--- src/rtl/ccc_pkg.sv ---
`timescale 1ns / 1ps
// ccc_pkg: shared types, constants and calendar helpers for the clock calendar counter
// no dependencies

package ccc_pkg;

    // field widths
    localparam int HOUR_W   = 5;
    localparam int MINUTE_W = 6;
    localparam int SECOND_W = 6;
    localparam int MONTH_W  = 4;
    localparam int DAY_W    = 5;
    localparam int YEAR_W   = 14;
    localparam int H12_W    = 4;

    // action codes
    localparam logic ACT_TICK = 1'b0;
    localparam logic ACT_LOAD = 1'b1;

    // time and calendar limits
    localparam logic [HOUR_W-1:0]   HOURS_PER_DAY = 5'd24;
    localparam logic [HOUR_W-1:0]   NOON_HOUR     = 5'd12;
    localparam logic [MINUTE_W-1:0] MINUTES_PER_H = 6'd60;
    localparam logic [SECOND_W-1:0] SECONDS_PER_M = 6'd60;
    localparam logic [MONTH_W-1:0]  LAST_MONTH    = 4'd12;
    localparam logic [YEAR_W-1:0]   MAX_YEAR      = 14'd9999;

    // reset and load defaults
    localparam logic [DAY_W-1:0]   DEFAULT_DAY   = 5'd1;
    localparam logic [MONTH_W-1:0] DEFAULT_MONTH = 4'd1;
    localparam logic [YEAR_W-1:0]  DEFAULT_YEAR  = 14'd2000;

    typedef struct packed {
        logic                action;
        logic [HOUR_W-1:0]   set_hour;
        logic [MINUTE_W-1:0] set_minute;
        logic [SECOND_W-1:0] set_second;
        logic [MONTH_W-1:0]  set_month;
        logic [DAY_W-1:0]    set_day;
        logic [YEAR_W-1:0]   set_year;
    } in_item_t;

    typedef struct packed {
        logic [HOUR_W-1:0]   hour_now;
        logic [MINUTE_W-1:0] minute_now;
        logic [SECOND_W-1:0] second_now;
        logic [MONTH_W-1:0]  month_now;
        logic [DAY_W-1:0]    day_now;
        logic [YEAR_W-1:0]   year_now;
        logic [H12_W-1:0]    hour_twelve;
        logic                is_pm;
    } out_item_t;

    // divisible by four and nonzero, no century rule
    function automatic logic leap_year(input logic [YEAR_W-1:0] y);
        return (y[1:0] == 2'b00) && (y != '0);
    endfunction

    // days in month m (1..12) of year y
    function automatic logic [DAY_W-1:0] month_length(input logic [MONTH_W-1:0] m,
                                                      input logic [YEAR_W-1:0] y);
        logic [DAY_W-1:0] len;
        case (m)
            4'd2:                      len = leap_year(y) ? 5'd29 : 5'd28;
            4'd4, 4'd6, 4'd9, 4'd11:   len = 5'd30;
            default:                   len = 5'd31;
        endcase
        return len;
    endfunction

endpackage

--- src/rtl/ccc_if.sv ---
`timescale 1ns / 1ps
// ccc_req_if / ccc_rsp_if: valid-ready channels for input and result items
// depends on ccc_pkg for the payload structs

interface ccc_req_if;
    logic              valid;
    logic              ready;
    ccc_pkg::in_item_t item;

    modport source (output valid, output item, input ready);
    modport sink   (input valid, input item, output ready);
endinterface

interface ccc_rsp_if;
    logic               valid;
    logic               ready;
    ccc_pkg::out_item_t item;

    modport source (output valid, output item, input ready);
    modport sink   (input valid, input item, output ready);
endinterface

--- src/rtl/clock_calendar_counter.sv ---
`timescale 1ns / 1ps
// clock_calendar_counter: time of day and calendar date kept in counters
// depends on ccc_pkg and the channel interfaces in ccc_if.sv

// Each item either advances the time by one second (carrying into minutes,
// hours, day, month and year, with the year holding at 9999) or loads a new
// time and date, where out-of-range fields fall back to 0, 1 or 2000 and a
// day beyond the loaded month's length becomes 1. Every item returns one
// result with the updated time and date plus the 12-hour form and a PM flag.
// An item is registered on entry in the input register and its result is then
// held in the output register until taken; one item is taken every cycle while
// results are taken, and a stalled result holds the input register and then the
// input until the result side is ready again.
module clock_calendar_counter (
    input  logic        clk,
    input  logic        rst_n,
    ccc_req_if.sink     req,
    ccc_rsp_if.source   rsp
);

    // input register
    logic              in_valid_reg;
    ccc_pkg::in_item_t in_item_reg;

    // time and date counters
    logic [ccc_pkg::SECOND_W-1:0] sec_reg,   sec_next;
    logic [ccc_pkg::MINUTE_W-1:0] min_reg,   min_next;
    logic [ccc_pkg::HOUR_W-1:0]   hour_reg,  hour_next;
    logic [ccc_pkg::DAY_W-1:0]    day_reg,   day_next;
    logic [ccc_pkg::MONTH_W-1:0]  month_reg, month_next;
    logic [ccc_pkg::YEAR_W-1:0]   year_reg,  year_next;

    // result register
    logic               out_valid_reg;
    ccc_pkg::out_item_t out_item_reg, out_item_next;

    logic advance;

    // handshake
    assign advance   = in_valid_reg && (!out_valid_reg || rsp.ready);
    assign req.ready = !in_valid_reg || advance;
    assign rsp.valid = out_valid_reg;
    assign rsp.item  = out_item_reg;

    // next counter values for a tick or a load
    always_comb
    begin
        logic carry_min;
        logic carry_hour;
        logic carry_day;
        logic carry_month;
        logic carry_year;
        logic [ccc_pkg::MONTH_W-1:0] ld_month;
        logic [ccc_pkg::YEAR_W-1:0]  ld_year;

        carry_min   = 1'b0;
        carry_hour  = 1'b0;
        carry_day   = 1'b0;
        carry_month = 1'b0;
        carry_year  = 1'b0;
        ld_month    = ccc_pkg::DEFAULT_MONTH;
        ld_year     = ccc_pkg::DEFAULT_YEAR;

        sec_next   = sec_reg;
        min_next   = min_reg;
        hour_next  = hour_reg;
        day_next   = day_reg;
        month_next = month_reg;
        year_next  = year_reg;

        if (in_item_reg.action == ccc_pkg::ACT_LOAD)
        begin
            // validated load
            hour_next = (in_item_reg.set_hour < ccc_pkg::HOURS_PER_DAY) ?
                        in_item_reg.set_hour : '0;
            min_next  = (in_item_reg.set_minute < ccc_pkg::MINUTES_PER_H) ?
                        in_item_reg.set_minute : '0;
            sec_next  = (in_item_reg.set_second < ccc_pkg::SECONDS_PER_M) ?
                        in_item_reg.set_second : '0;
            if (in_item_reg.set_year != '0 && in_item_reg.set_year <= ccc_pkg::MAX_YEAR)
                ld_year = in_item_reg.set_year;
            if (in_item_reg.set_month != '0 && in_item_reg.set_month <= ccc_pkg::LAST_MONTH)
                ld_month = in_item_reg.set_month;
            year_next  = ld_year;
            month_next = ld_month;
            day_next   = (in_item_reg.set_day != '0 &&
                          in_item_reg.set_day <= ccc_pkg::month_length(ld_month, ld_year)) ?
                         in_item_reg.set_day : ccc_pkg::DEFAULT_DAY;
        end
        else
        begin
            // carry chain of one second tick
            carry_min   = (sec_reg == ccc_pkg::SECONDS_PER_M - 6'd1);
            carry_hour  = carry_min && (min_reg == ccc_pkg::MINUTES_PER_H - 6'd1);
            carry_day   = carry_hour && (hour_reg == ccc_pkg::HOURS_PER_DAY - 5'd1);
            carry_month = carry_day &&
                          (day_reg == ccc_pkg::month_length(month_reg, year_reg));
            carry_year  = carry_month && (month_reg == ccc_pkg::LAST_MONTH);

            sec_next = carry_min ? '0 : sec_reg + 6'd1;
            if (carry_min)
                min_next = carry_hour ? '0 : min_reg + 6'd1;
            if (carry_hour)
                hour_next = carry_day ? '0 : hour_reg + 5'd1;
            if (carry_day)
                day_next = carry_month ? ccc_pkg::DEFAULT_DAY : day_reg + 5'd1;
            if (carry_month)
                month_next = carry_year ? ccc_pkg::DEFAULT_MONTH : month_reg + 4'd1;
            if (carry_year && year_reg < ccc_pkg::MAX_YEAR)
                year_next = year_reg + 14'd1;
        end
    end

    // result fields from the updated counters
    always_comb
    begin
        logic [ccc_pkg::HOUR_W-1:0] h12;

        if (hour_next == '0)
            h12 = ccc_pkg::NOON_HOUR;
        else if (hour_next > ccc_pkg::NOON_HOUR)
            h12 = hour_next - ccc_pkg::NOON_HOUR;
        else
            h12 = hour_next;

        out_item_next.hour_now    = hour_next;
        out_item_next.minute_now  = min_next;
        out_item_next.second_now  = sec_next;
        out_item_next.month_now   = month_next;
        out_item_next.day_now     = day_next;
        out_item_next.year_now    = year_next;
        out_item_next.hour_twelve = h12[ccc_pkg::H12_W-1:0];
        out_item_next.is_pm       = (hour_next >= ccc_pkg::NOON_HOUR);
    end

    // control and counter state
    always_ff @(posedge clk or negedge rst_n)
    begin
        if (!rst_n)
        begin
            in_valid_reg  <= 1'b0;
            out_valid_reg <= 1'b0;
            sec_reg       <= '0;
            min_reg       <= '0;
            hour_reg      <= '0;
            day_reg       <= ccc_pkg::DEFAULT_DAY;
            month_reg     <= ccc_pkg::DEFAULT_MONTH;
            year_reg      <= ccc_pkg::DEFAULT_YEAR;
        end
        else
        begin
            if (req.ready)
                in_valid_reg <= req.valid;
            if (advance)
            begin
                out_valid_reg <= 1'b1;
                sec_reg       <= sec_next;
                min_reg       <= min_next;
                hour_reg      <= hour_next;
                day_reg       <= day_next;
                month_reg     <= month_next;
                year_reg      <= year_next;
            end
            else if (rsp.ready)
                out_valid_reg <= 1'b0;
        end
    end

    // payload registers
    always_ff @(posedge clk)
    begin
        if (req.ready && req.valid)
            in_item_reg <= req.item;
        if (advance)
            out_item_reg <= out_item_next;
    end

endmodule

--- src/flat_wrapper.sv ---
// flat-port wrapper written by rule: the top's interface ports become plain ports
module clock_calendar_counter_flat 
  (clk, rst_n, req_valid, req_item, req_ready, rsp_valid, rsp_item, rsp_ready);
  ccc_req_if req_i ();
  ccc_rsp_if rsp_i ();
  input  logic clk;
  input  logic rst_n;
  input wire logic [$bits(req_i.valid)-1:0] req_valid;
  input wire logic [$bits(req_i.item)-1:0] req_item;
  output wire logic [$bits(req_i.ready)-1:0] req_ready;
  output wire logic [$bits(rsp_i.valid)-1:0] rsp_valid;
  output wire logic [$bits(rsp_i.item)-1:0] rsp_item;
  input wire logic [$bits(rsp_i.ready)-1:0] rsp_ready;
  assign req_i.valid = req_valid;
  assign req_i.item = req_item;
  assign req_ready = req_i.ready;
  assign rsp_valid = rsp_i.valid;
  assign rsp_item = rsp_i.item;
  assign rsp_i.ready = rsp_ready;
  clock_calendar_counter u_core (.clk(clk), .rst_n(rst_n), .req(req_i), .rsp(rsp_i));
endmodule
--- config.mk ---
export PLATFORM = sky130hd
export DESIGN_NAME = clock_calendar_counter_flat
export DESIGN_NICKNAME = d
export VERILOG_FILES = /design/src/rtl/ccc_pkg.sv /design/src/rtl/ccc_if.sv /design/src/rtl/clock_calendar_counter.sv /design/src/flat_wrapper.sv
export SDC_FILE = /design/constraint.sdc
export NUM_CORES = 1
export LEC_CHECK = 0
export BUFFER_PORTS_ARGS = -buffer_cell sky130_fd_sc_hd__buf_4
export CAP_MARGIN = 10
export CORE_ASPECT_RATIO = 1.75
export CORE_MARGIN = 1.5
export CORE_UTILIZATION = 47
export CTS_CLUSTER_DIAMETER = 40
export CTS_CLUSTER_SIZE = 30
export DETAILED_ROUTE_END_ITERATION = 16
export PLACE_DENSITY = 0.68
export SETUP_SLACK_MARGIN = 0.1
export SLEW_MARGIN = 40
export SYNTH_ARGS = -nofsm -noshare
export SYNTH_HDL_FRONTEND = slang
export SYNTH_SLANG_ARGS = --single-unit
--- constraint.sdc ---
create_clock -name clk -period 3.5 [get_ports clk]
set_input_delay 0.175 -clock clk [delete_from_list [all_inputs] [get_ports clk]]
set_output_delay 0.175 -clock clk [all_outputs]
set_load 0.005 [all_outputs]
=== After elaboration in Yosys (flattened, before gate mapping) ===
Cells that the tools add are included.

* Bits in registers: 128
* Input port bits: 45
* Output and inout port bits: 47
* Word-level logic and storage cells: 114

* $add $sub $neg: 7
* Order comparisons: 9
* Equality and inequality tests: 15
* Multiplexer cells: 33
* Reduce and logical (&&, ||, !) cells: 27

{| class="wikitable"
|+ Operators with widths
! cell !! count
|-
| $mux W14 || 4
|-
| $mux W5 || 10
|-
| $mux W6 || 7
|-
| $reduce_bool A14 Y1 || 3
|-
| $mux W4 || 6
|-
| $eq A4 B4 Y1 const B || 5
|-
| $pmux W5 S2 || 2
|-
| $eq A4 B3 Y1 const B || 4
|-
| $add A14 B1 Y14 const B || 1
|-
| $le A14 B14 Y1 const B || 1
|-
| $lt A14 B14 Y1 const B || 1
|-
| $add A6 B1 Y6 const B || 2
|-
| $eq A6 B6 Y1 const B || 2
|-
| $logic_and A1 B1 Y1 || 12
|-
| $lt A6 B6 Y1 const B || 2
|-
| $add A5 B1 Y5 const B || 2
|-
| $eq A4 B2 Y1 const B || 2
|-
| $reduce_or A4 Y1 || 2
|-
| $eq A5 B5 Y1 || 1
|-
| $eq A5 B5 Y1 const B || 1
|-
| $ge A5 B4 Y1 const B || 1
|-
| $gt A5 B4 Y1 const B || 1
|-
| $le A5 B5 Y1 || 1
|-
| $logic_not A5 Y1 || 1
|-
| 11 further kinds || 17
|}

=== Depth between registers and ports, before layout ===
Gate-level depths: netlist (run 1).

* Depth after elaboration: 13
* Mapped depth: 13
* Gate-level depth less buffers: 12

=== Worst setup path after synthesis (run 1) ===
Ideal clock, no wire load.

* Path kind: flip-flop to flip-flop
* Start: reg u_core.out_valid_reg (netlist: u_core.rsp.valid)
* End: reg u_core.out_item_reg, in the netlist u_core.rsp.item[0] (enable)
* Setup time: 0.427 ns
* Arrival time: 2.390 ns
* Data required time: 3.073 ns
* Path slack: 0.683 ns
* Stages on the path, launching flop included: 6
* Path buffers: 2
* Period minus slack after synthesis: 2.817 ns
* Cells stage by stage: dfrtp_1 nand2b_1 nand2_1 inv_1 clkbuf_1 clkbuf_1

* Longest elaborated chain between the ends: 3

{| class="wikitable"
|+ Ends and longest elaborated chain
! item !! RTL line !! source
|-
| start, declared || clock_calendar_counter.sv:34 || <nowiki>logic out_valid_reg;</nowiki>
|-
| start signal, assigned || clock_calendar_counter.sv:142 || <nowiki>out_valid_reg <= 1'b0;</nowiki>
|-
| start signal, assigned || clock_calendar_counter.sv:156 || <nowiki>out_valid_reg <= 1'b1;</nowiki>
|-
| start signal, assigned || clock_calendar_counter.sv:165 || <nowiki>out_valid_reg <= 1'b0;</nowiki>
|-
| $logic_not A1 Y1 || clock_calendar_counter.sv:40 || <nowiki>assign advance = in_valid_reg && (!out_valid_reg || rsp.ready);</nowiki>
|-
| $logic_or A1 B1 Y1 || clock_calendar_counter.sv:40 ||
|-
| $logic_and A1 B1 Y1 || clock_calendar_counter.sv:40 ||
|-
| named net u_core.advance || clock_calendar_counter.sv:37 || <nowiki>logic advance;</nowiki>
|-
| end signal, assigned || clock_calendar_counter.sv:175 || <nowiki>out_item_reg <= out_item_next;</nowiki>
|-
| end, declared || clock_calendar_counter.sv:35 || <nowiki>ccc_pkg::out_item_t out_item_reg, out_item_next;</nowiki>
|}

The timed path passes the listed nets, and every way through them passes these cells.
A chain may end at the register's enable or synchronous reset.

=== Worst setup path in the final report (run 1) ===
* Start: reg u_core.sec_reg[0] (netlist name)
* End: reg u_core.out_item_reg, in the netlist u_core.rsp.item[3], data pin

* Longest elaborated chain between the ends: 8
* Elaborated cells between the ends (all ways): 10
* Those cells by class: add/sub (1); order compare (1); eq/ne (1); mux (4); reduce/logical (3)

{| class="wikitable"
|+ Ends and longest elaborated chain
! item !! RTL line !! source
|-
| start, declared || clock_calendar_counter.sv:26 || <nowiki>logic [ccc_pkg::SECOND_W-1:0] sec_reg, sec_next;</nowiki>
|-
| start signal, assigned || clock_calendar_counter.sv:157 || <nowiki>sec_reg <= sec_next;</nowiki>
|-
| $eq A6 B6 Y1 (*) || clock_calendar_counter.sv:93 || <nowiki>carry_min = (sec_reg == ccc_pkg::SECONDS_PER_M - 6'd1);</nowiki>
|-
| $logic_and A1 B1 Y1 (*) || clock_calendar_counter.sv:94 || <nowiki>carry_hour = carry_min && (min_reg == ccc_pkg::MINUTES_PER_H - 6'd1);</nowiki>
|-
| $logic_and A1 B1 Y1 || clock_calendar_counter.sv:95 || <nowiki>carry_day = carry_hour && (hour_reg == ccc_pkg::HOURS_PER_DAY - 5'd1);</nowiki>
|-
| $mux W5 || clock_calendar_counter.sv:104 || <nowiki>hour_next = carry_day ? '0 : hour_reg + 5'd1;</nowiki>
|-
| $mux W5 (*) || clock_calendar_counter.sv:103 || <nowiki>if (carry_hour)</nowiki>
|-
| $mux W5 (*) || clock_calendar_counter.sv:71 || <nowiki>if (in_item_reg.action == ccc_pkg::ACT_LOAD)</nowiki>
|-
| named net u_core.hour_next, one bit || clock_calendar_counter.sv:28 || <nowiki>logic [ccc_pkg::HOUR_W-1:0] hour_reg, hour_next;</nowiki>
|-
| $gt A5 B4 Y1 || clock_calendar_counter.sv:121 || <nowiki>else if (hour_next > ccc_pkg::NOON_HOUR)</nowiki>
|-
| $mux W4 || clock_calendar_counter.sv:121 ||
|}

Mark *: on every way through the listed nets, which the timed path passes. The rest lies on a longest branch.

==> results of run 1 <==
[cell families after synthesis]
| group | count (synthesis) | synth area share, % |
|---|---|---|
| mux | 25 | 4.024 |
| simple gates | 229 | 18.32 |
| fa+ha+maj | 14 | 2.735 |
| xor+xnor | 23 | 3.145 |
| compound gates | 123 | 11.88 |
| buf+inv | 49 | 3.008 |
| flops | 128 | 56.89 |
[repair_timing]
item / 4_1_cts / 5_1_grt
setup endpoints to repair: 0 / 0
hold endpoints to repair: 76 / 0
hold buffers: 43 / 0
[layout by cell type (no fill, tap or decap), types with 4 or more instances in the layout]
cell type / synthesis / routed
buf_4: 1 / 98
nand2_1: 89 / 89
edfxtp_1: 86 / 86
o21ai_0: 50 / 50
dlygate4sd3_1: 0 / 43
nor2_1: 40 / 40
dfrtp_1: 34 / 34
a21oi_1: 22 / 22
nand3_1: 20 / 20
inv_1: 20 / 19
mux2i_1: 19 / 19
clkbuf_16: 0 / 17
ha_1: 14 / 14
xor2_1: 13 / 13
nor3_1: 12 / 12
and3_1: 11 / 11
xnor2_1: 10 / 10
nand4_1: 9 / 9
nor4_1: 8 / 8
a211oi_1: 8 / 8
dfstp_2: 8 / 8
a31oi_1: 7 / 7
mux2_2: 6 / 6
nand2b_1: 6 / 6
o221ai_1: 5 / 5
inv_6: 0 / 5
nor2b_1: 4 / 4
o22ai_1: 4 / 4
o31a_1: 4 / 4
[worst register-to-register path, cell delays in order (launching register included)]
cell and delay, ns:
dfrtp_1 0.40, ha_1 0.25, nand2_2 0.13, nor3_4 0.38, nand4_1 0.16, mux2i_1 0.15
mux2_2 0.31, inv_1 0.12, ha_1 0.16, inv_1 0.04, nor3_1 0.32, o21ai_0 0.16
a31oi_1 0.19
[routing by layer]
metal / up-vias / wire length (um)
met5: - / 0
met4: 0 / 646
met3: 44 / 594
met2: 195 / 8641
met1: 2440 / 5668
li1: 2429 / -
[area by class of cell]
cell class                 instances  share of cell area [%]
clock buffer                      18                   5.170
inverter                          20                  0.9043
multi-input combinational        414                   30.97
tap                              174                   2.622
timing repair buffer             142                   14.29
clock inverter                    14                   2.155
sequential                       128                   43.89
[Yosys cell counts, types with 5 or more instances]
library cell / n / area, sq um
nor4_1: 8 / 50.05
a211oi_1: 8 / 60.06
and3_1: 11 / 68.82
ha_1: 14 / 175.2
nand2b_1: 6 / 37.54
dfrtp_1: 34 / 850.8
xor2_1: 13 / 113.9
nand3_1: 20 / 100.1
xnor2_1: 10 / 87.58
a31oi_1: 7 / 43.79
dfstp_2: 8 / 210.2
nor3_1: 12 / 60.06
nand4_1: 9 / 56.30
inv_1: 20 / 75.07
edfxtp_1: 86 / 2582
o21ai_0: 50 / 250.2
o221ai_1: 5 / 43.79
clkbuf_1: 23 / 86.33
a21oi_1: 22 / 110.1
mux2_2: 6 / 67.56
nor2_1: 40 / 150.1
mux2i_1: 19 / 190.2
nand2_1: 89 / 334.1
[power by group through the flow]
stage / Combinational [mW] / Sequential (mW) / Clock, mW
after floorplan: 0.565 / 2.07 / 0
after global placement: 0.769 / 2.16 / 0
after detailed placement: 0.798 / 2.16 / 0
after CTS: 0.847 / 2.14 / 1.85
after global routing: 0.937 / 2.17 / 1.91
final: 0.841 / 2.15 / 1.82
[final timing paths]
| path | to | slack (ns) | cells after the start |
|---|---|---|---|
| max | u_core.rsp.item[3]$_SDFFCE_PN1P_ | 0.55 | 12 |
| min in group asynchronous | u_core.year_reg[2]$_DFFE_PN0P_ | 0.32 | 2 |
| max reg2reg | u_core.rsp.item[3]$_SDFFCE_PN1P_ | 0.55 | 12 |
| max in group asynchronous | u_core.day_reg[3]$_DFFE_PN0P_ | 2.76 | 2 |
| min | u_core.rsp.valid$_DFFE_PN0P_ | 0.05 | 3 |
| min reg2reg | u_core.rsp.valid$_DFFE_PN0P_ | 0.50 | 1 |
==> flow_metrics.env, run 1 <==
export IMPL_critPathArrivalTime_ns=3.20
export IMPL_path_cells="ha_1, nand2_2, nor3_4, nand4_1, mux2i_1, mux2_2, inv_1, ha_1, inv_1, nor3_1, o21ai_0, a31oi_1"
export IMPL_ant_nets=0
export IMPL_p_per_area_nw_per_um2=579.7
export IMPL_multi_input_area_sq_um=2571
export IMPL_top_usage_layer="met2"
export IMPL_slowest_stage="dfrtp_1"
export IMPL_peakVddDrop_mv=0.3160
export IMPL_routabilityCongestion=0.9169
export IMPL_worstPathRequired_ns=3.76
export IMPL_fin_total_pwr_mw=4.812
export IMPL_synthArstFlopShare_pct=32.81
export IMPL_antenna_found_initial=0
export IMPL_path_buf_inv=2
export IMPL_die_height_um=157.4
export IMPL_dp_hpwl_um=10450
export IMPL_seqPwrFrac_pct=44.6
export IMPL_path_clk_slew_ns=0.06
export IMPL_crit_type="reg -> reg"
export IMPL_crit_fanout=7
export IMPL_dp_cells=835
export IMPL_grt_use_total_pct=22.36
export IMPL_core_area_sq_um=13380
export IMPL_ff_latch_area_sq_um=3643
export IMPL_cts_root_buf="clkbuf_16"
export IMPL_crit_start="u_core.sec_reg[0]$_DFFE_PN0P_"
export IMPL_cts_buffers=17
export IMPL_yosys_warnings=0
export IMPL_use_met1_pct=23.16
export IMPL_vias=5108
export IMPL_dieArea_sq_um=14360
export IMPL_cts_max_level=4
export IMPL_relSlewSlack_pct=54.86
export IMPL_grt_max_degree=68
export IMPL_grt_setup_unrepaired="false"
export IMPL_synth_edf_count=86
export IMPL_postCtsSetupRepairBufs=0
export IMPL_wl_per_cell_um=17.09
export IMPL_r2r_start="u_core.sec_reg[0]$_DFFE_PN0P_"
export IMPL_finalSetupViolCount=0
export IMPL_met3_usage_pct=4.541
export IMPL_fin_crit_ns=2.948
export IMPL_fin_nets=782
export IMPL_viasPerCell=5.613
export IMPL_worst_pin_slew_ns=0.6755
export IMPL_cp_end_kind="flip-flop"
export IMPL_synth_avg_cell_area_sq_um=10.84
export IMPL_clk_latency_ns=0.41
export IMPL_drt_pass1_iterations=6
export IMPL_drc=0
export IMPL_drt_iter0_markers=312
export IMPL_met2_usage_pct=40.72
export IMPL_whs_ns=0.05164
export IMPL_cts_resized=0
export IMPL_combPwrFrac_pct=17.5
export IMPL_p_sw_share_pct=28.53
export IMPL_max_clock_freq_mhz=339.2
export IMPL_drive_above_1_share_pct=22.28
export IMPL_largest_register_ffs=45
export IMPL_rows=56
export IMPL_netSwitchingPower_mw=1.373
export IMPL_ys_seq_area_share_pct=56.89
export IMPL_syn_cell_area_sq_um=6405
export IMPL_syn_to_final_growth_pct=29.62
export IMPL_holdCritStartpoint="rsp_ready"
export IMPL_hold_path_class="in -> reg"
export IMPL_nFillCells=1041
export IMPL_drv_cap=0
export IMPL_tns_ns=0
export IMPL_cts_buffer_depth=2
export IMPL_fin_crit_sh_pct=84.24
export IMPL_status="finished, final reports clean"
export IMPL_fin_util_pct=62.03
export IMPL_grt_overflow=0
export IMPL_synth_seq_cells=128
export IMPL_syn_nets=650
export IMPL_final_hold_viol_count=0
export IMPL_layoutNonFillerInstCount=910
export IMPL_die_w_um=91.25
export IMPL_start_kind="flip-flop"
export IMPL_drv_slew=0
export IMPL_max_stage_delay_ns=0.40
export IMPL_grt_pass1_wl_um=24630
export IMPL_internal_power_mw=3.439
export IMPL_grt_pass1_vias=5107
export IMPL_place_area_sq_um=7263
export IMPL_postLayoutCellArea_sq_um=8302
export IMPL_start_util_pct=47.86
export IMPL_leakagePower_nw=3.391
export IMPL_boundaryPins=92
export IMPL_clock_sinks=128
export IMPL_synth_cells=591
export IMPL_layout_setup_ws_ns=0.5517
export IMPL_routed_wl_um=15550
export IMPL_n_antenna_cell=0
export IMPL_cts_tree="yes"
export IMPL_pwr_share_clk_pct=37.9
export IMPL_ys_types=63
export IMPL_port_buffers=91
export IMPL_dp_slack_ns=0.6539
export IMPL_ys_dominant_reg_cell="edfxtp_1"
export IMPL_fin_worst_skew_ns=0.008493
export IMPL_crit_family="simple AND/OR/NAND/NOR gates"
No activity file was read; power rests on OpenSTA's default activity.
==> run 2, diff against run 1 <==
Settings changed: PLACE_DENSITY 0.68 to 0.7.
Clock period 3.5 ns to 2.7 ns, I/O delays scaled along.
==> run 2 against run 1 <==
Sequential cell count stayed put. Sequential share of layout area is 1.7 points lower. Combinational power is 51% higher. Critical endpoint is now u_core.rsp.item[4]$_SDFFCE_PN1P_. Global-route usage is 0.095 points higher. Non-clock buffer count is 33 higher. Worst setup slack worse by 0.41 ns. Via count is 5.2% higher. First-iteration DRC count is 11% higher. Fmax is 15% higher. Routed wire length is 4.3% higher. Count of clock-buffer cells in the layout stayed put.
==> flow_metrics.env, run 2 (synthesis gave the netlist of run 1 again) <==
export IMPL_status="finished, final reports clean"
export IMPL_multi_input_area_sq_um=2674
export IMPL_leakagePower_nw=3.529
export IMPL_hold_path_class="in -> reg"
export IMPL_drv_cap=0
export IMPL_vias=5372
export IMPL_fin_worst_skew_ns=0.006377
export IMPL_p_per_area_nw_per_um2=723.9
export IMPL_grt_use_total_pct=22.45
export IMPL_r2r_start="u_core.sec_reg[0]$_DFFE_PN0P_"
export IMPL_clock_sinks=128
export IMPL_cts_root_buf="clkbuf_16"
export IMPL_die_w_um=91.25
export IMPL_drt_pass1_iterations=5
export IMPL_grt_setup_unrepaired="true"
export IMPL_slowest_stage="dfrtp_1"
export IMPL_ff_latch_area_sq_um=3643
export IMPL_port_buffers=91
export IMPL_syn_to_final_growth_pct=34.83
export IMPL_cts_tree="yes"
export IMPL_die_height_um=157.4
export IMPL_drc=0
export IMPL_routed_wl_um=16220
export IMPL_worstPathRequired_ns=2.87
export IMPL_drt_iter0_markers=347
export IMPL_cts_buffers=17
export IMPL_layoutNonFillerInstCount=943
export IMPL_routabilityCongestion=0.9120
export IMPL_dp_cells=857
export IMPL_worst_pin_slew_ns=0.6021
export IMPL_max_clock_freq_mhz=390.3
export IMPL_grt_pass1_wl_um=24900
export IMPL_r2r_end="u_core.rsp.item[4]$_SDFFCE_PN1P_"
export IMPL_rr_worst_depth=11
export IMPL_path_clk_slew_ns=0.06
export IMPL_critPathArrivalTime_ns=2.73
export IMPL_crit_type="reg -> reg"
export IMPL_nFillCells=975
export IMPL_fin_crit_sh_pct=94.90
export IMPL_postLayoutCellArea_sq_um=8636
export IMPL_fin_crit_ns=2.562
export IMPL_hold_end="u_core.rsp.valid$_DFFE_PN0P_"
export IMPL_fin_nets=815
export IMPL_peakVddDrop_mv=0.4710
export IMPL_antenna_found_initial=0
export IMPL_dieArea_sq_um=14360
export IMPL_final_common_cell="buf_4"
export IMPL_cts_buffer_depth=2
export IMPL_place_area_sq_um=7440
export IMPL_finalSetupViolCount=0
export IMPL_fin_util_pct=64.53
export IMPL_dp_hpwl_um=10660
export IMPL_crit_fanout=4
export IMPL_start_util_pct=47.86
export IMPL_dp_slack_ns=-0.05935
export IMPL_holdCritStartpoint="rsp_ready"
export IMPL_layout_setup_ws_ns=0.1378
export IMPL_cp_end_kind="flip-flop"
export IMPL_grt_pass1_vias=5334
export IMPL_final_cell_mix="129 x buf_4, 89 x nand2_1, 86 x edfxtp_1"
export IMPL_drive_above_1_share_pct=27.96
export IMPL_core_area_sq_um=13380
export IMPL_viasPerCell=5.697
export IMPL_final_hold_viol_count=0
export IMPL_holdPathStages=3
export IMPL_largest_register_ffs=45
export IMPL_grt_overflow=0
export IMPL_wl_per_cell_um=17.20
export IMPL_path_buf_inv=1
export IMPL_grt_max_degree=47
export IMPL_rows=56
export IMPL_relSlewSlack_pct=59.86
export IMPL_n_antenna_cell=0
export IMPL_r2r_slack_ns=0.14
export IMPL_start_kind="flip-flop"
export IMPL_drv_slew=0
export IMPL_ant_nets=0
export IMPL_clk_latency_ns=0.41
export IMPL_crit_family="simple AND/OR/NAND/NOR gates"
export IMPL_path_cells="ha_4, nand2_2, nor3_4, nand4_1, mux2i_1, mux2_4, ha_2, inv_2, nor3_2, o31a_1, o32a_1"
export IMPL_cts_max_level=4
export IMPL_boundaryPins=92
export IMPL_max_stage_delay_ns=0.41
## run 2: how the worst max path moves through the flow
stage / startpoint / to / slack (ns) / cells after the start
detailed placement: u_core.sec_reg[0]$_DFFE_PN0P_ / u_core.rsp.item[3]$_SDFFCE_PN1P_ / -0.06 / 12
global placement: u_core.sec_reg[0]$_DFFE_PN0P_ / u_core.rsp.item[4]$_SDFFCE_PN1P_ / 0.14 / 12
floorplan: u_core.min_reg[0]$_DFFE_PN0P_ / u_core.rsp.item[4]$_SDFFCE_PN1P_ / 0.21 / 12
global route: u_core.min_reg[1]$_DFFE_PN0P_ / u_core.rsp.item[4]$_SDFFCE_PN1P_ / 0.05 / 12
finish: u_core.sec_reg[0]$_DFFE_PN0P_ / u_core.rsp.item[4]$_SDFFCE_PN1P_ / 0.14 / 11
CTS: u_core.min_reg[1]$_DFFE_PN0P_ / u_core.rsp.item[4]$_SDFFCE_PN1P_ / 0.10 / 12
## run 2: final cells by class
class	count	share of cell area (%)
clock buffers	18	4.970
clock inverters	14	1.637
well taps	174	2.521
inverters	20	0.9273
flip-flops and latches	128	42.19
repair buffers	175	16.79
multi-input cells	414	30.96
## run 2: tightest hold or removal path, delay by kind of cell
kind / cells / cell delay (ns)
buffers and inverters: 1 / 0.09
and+or+nand+nor: 2 / 0.18
## run 2: per-stage QoR
stage / power, mW / setup TNS (ns) / hold WS, ns
after floorplan: 3.408 / 0 / -0.1606
after global placement: 3.830 / 0 / 0.1797
after detailed placement: 3.889 / -0.09752 / 0.1866
after CTS: 6.185 / 0 / 0.02781
after global routing: 6.519 / 0 / 0.03518
final: 6.251 / 0 / 0.03770
## run 2: metal layers
| layer | routed length (um) | up-vias | track usage, % |
|---|---|---|---|
| li1 | - | 2503 | - |
| met1 | 5812 | 2576 | 22.47 |
| met2 | 8816 | 225 | 41.26 |
| met3 | 718 | 68 | 4.203 |
| met4 | 875 | 0 | 15.77 |
| met5 | 0 | - | 0 |
## run 2: report_power, final
part           internal, mW  leakage (nW)  switching [mW]
Clock                  1.35         0.264           0.859
Combinational         0.638          1.94           0.635
Sequential             2.45          1.33           0.318
Total                  4.44          3.53            1.81
## run 2: timing repair
| item | 4_1_cts | 5_1_grt |
|---|---|---|
| pin swaps | 2 | 14 |
| gates cloned | 0 | 0 |
| endpoints found under the setup margin | 2 | 29 |
| hold buffers | 43 | 0 |
| resized for setup | 5 | 25 |
| hold endpoints to repair | 76 | 0 |
| buffers inserted | 2 | 9 |
==> run 3, diff against run 2 <==
Settings changed: BUFFER_PORTS_ARGS -buffer_cell sky130_fd_sc_hd__buf_4 to unset, CORE_UTILIZATION 47 to 40, DONT_BUFFER_PORTS set to 1, PLACE_DENSITY 0.7 to unset.
Clock period 2.7 ns to 2.6 ns, I/O delays scaled along.
==> run 3 against run 2 <==
The flow now finishes with violations (design-rule violations). Worst hold slack improved by 0.18 ns. Register-to-register slack got worse by 0.09 ns. Sequential power rose by 4%.
==> flow_metrics.env, run 3 (synthesis gave the netlist of run 1 again) <==
export IMPL_fin_util_pct=51.62
export IMPL_cts_tree="yes"
export IMPL_drv_cap=0
export IMPL_cts_buffer_depth=2
export IMPL_routed_wl_um=16520
export IMPL_grt_pass1_vias=4964
export IMPL_die_w_um=98.66
export IMPL_pwr_share_clk_pct=36.4
export IMPL_start_kind="flip-flop"
export IMPL_die_height_um=170.4
export IMPL_crit_start="u_core.min_reg[2]$_DFFE_PN0P_"
export IMPL_viasPerCell=5.613
export IMPL_fin_worst_skew_ns=0.008305
export IMPL_drt_pass1_iterations=11
export IMPL_leakagePower_nw=3.203
export IMPL_grt_pass1_wl_um=25730
export IMPL_hold_path_class="in -> async"
export IMPL_grt_setup_unrepaired="true"
export IMPL_worstPathRequired_ns=2.77
export IMPL_p_per_area_nw_per_um2=785.1
export IMPL_p_sw_share_pct=30.44
export IMPL_dp_hpwl_um=10980
export IMPL_n_antenna_cell=0
export IMPL_start_util_pct=40.54
export IMPL_grt_use_total_pct=20.25
export IMPL_path_clk_slew_ns=0.07
export IMPL_final_hold_viol_count=0
export IMPL_worst_pin_slew_ns=0.5582
export IMPL_seqPwrFrac_pct=44.9
export IMPL_cts_buffers=17
export IMPL_syn_to_final_growth_pct=27.33
export IMPL_r2r_start="u_core.min_reg[2]$_DFFE_PN0P_"
export IMPL_crit_type="reg -> reg"
export IMPL_internal_power_mw=4.454
export IMPL_max_clock_freq_mhz=391.5
export IMPL_drc=4
export IMPL_vias=4962
export IMPL_status="finished, violations left"
export IMPL_grt_max_degree=47
export IMPL_port_buffers=0
export IMPL_grt_overflow=0
export IMPL_crit_fanout=4
export IMPL_cts_max_level=4
export IMPL_largest_register_ffs=45
export IMPL_drv_slew=0
export IMPL_drive_above_1_share_pct=20.72
export IMPL_final_cell_mix="87 x nand2_1, 86 x edfxtp_1, 51 x buf_4"
export IMPL_netSwitchingPower_mw=1.949
export IMPL_boundaryPins=92
export IMPL_fin_nets=741
export IMPL_rows=61
export IMPL_max_stage_delay_ns=0.38
export IMPL_violations="design-rule violations"
export IMPL_wl_per_cell_um=18.68
export IMPL_drt_iter0_markers=206
export IMPL_ant_nets=0
export IMPL_clk_latency_ns=0.43
export IMPL_clock_sinks=128
export IMPL_finalSetupViolCount=0
export IMPL_peakVddDrop_mv=0.4137
export IMPL_relSlewSlack_pct=62.78
export IMPL_dieArea_sq_um=16810
export IMPL_slowest_stage="dfrtp_1"
export IMPL_combPwrFrac_pct=18.7
export IMPL_fin_crit_ns=2.554
export IMPL_antenna_found_initial=0
export IMPL_final_common_cell="nand2_1"
export IMPL_whs_ns=0.2210
export IMPL_core_area_sq_um=15800
export IMPL_tns_ns=0
export IMPL_cp_end_kind="flip-flop"
export IMPL_cts_root_buf="clkbuf_16"
export IMPL_critPathArrivalTime_ns=2.72
export IMPL_path_cells="nand4b_1, nor3_4, nand4_1, mux2i_1, mux2_4, ha_4, inv_4, nor3_2, o31a_1, o32a_1"
export IMPL_routabilityCongestion=0.8404
export IMPL_fin_crit_sh_pct=98.25
[run 3: changes by cell type in the layout (fill, tap and decap cells not counted), sizes merged]
cell,change
clkinvlp,-1
inv,+4
buf,-76
clkbuf,-1
bufinv,-1
dlygate4sd3,+2
clkinv,-1
[run 3: layer usage]
| layer | part of all wire, % | GRT usage [%] | wire length (um) |
|---|---|---|---|
| met5 | 0 | 0 | 0 |
| met4 | 4.2 | 12.17 | 693 |
| met3 | 3.3 | 4.723 | 546 |
| met2 | 57 | 37.41 | 9388 |
| met1 | 36 | 20.40 | 5889 |
[run 3: power by group through the flow]
stage,registers (mW),logic (mW),clock network (mW)
after floorplan,2.78,0.761,0
after global placement,2.90,0.959,0
after detailed placement,2.91,0.988,0
after CTS,2.87,1.14,2.38
after global routing,2.91,1.33,2.47
final,2.87,1.20,2.33
[run 3: area by class of cell]
cell class / instances / area, sq um
Clock buffer: 17 / 425.4
Clock inverter: 15 / 150.1
Fill cell: 1348 / 7644
Inverter: 20 / 78.83
Multi-Input combinational cell: 414 / 2713
Sequential cell: 128 / 3643
Tap cell: 189 / 236.5
Timing Repair Buffer: 101 / 908.4
[run 3: timing repair]
action                                 4_1_cts  5_1_grt
pin swaps                                    5       12
cloned                                       0        1
setup endpoints to repair                    9       31
gates resized for setup                     12       26
hold buffers                                46        0
buffers inserted                             9        7
endpoints found under the hold margin       85        0
[run 3: worst paths after layout]
path	endpoint	slack (ns)	depth (start not counted)
max in group asynchronous	u_core.year_reg[6]$_DFFE_PN1P_	2.10	2
max reg2reg	u_core.rsp.item[4]$_SDFFCE_PN1P_	0.05	10
max	u_core.rsp.item[4]$_SDFFCE_PN1P_	0.05	10
min reg2reg	u_core.hour_reg[1]$_DFFE_PN0P_	0.55	2
min	u_core.hour_reg[3]$_DFFE_PN0P_	0.22	2
min in group clk	u_core.in_item_reg[25]$_DFFE_PP_	0.33	1
[run 3: critical path, delay by kind of cell, from the launching register on]
kind | cells | cell delay [ns]
AND/OR/NAND/NOR | 4 | 0.73
AO/OA/AOI/OAI | 2 | 0.50
multiplexers | 2 | 0.45
flip-flops | 1 | 0.38
adder cells (fa/ha/maj) | 1 | 0.17
buffers and inverters | 1 | 0.05
[run 3: per-stage QoR]
step	setup WS, ns	std cells	instance area (sq um)	power [mW]
detailed placement	-0.05215	789	6824	3.898
global placement	0.06553	789	6824	3.860
CTS	0.09249	876	7999	6.382
finish	0.04560	884	8155	6.403
floorplan	0.1068	591	6406	3.539
global route	-0.06792	884	8155	6.706
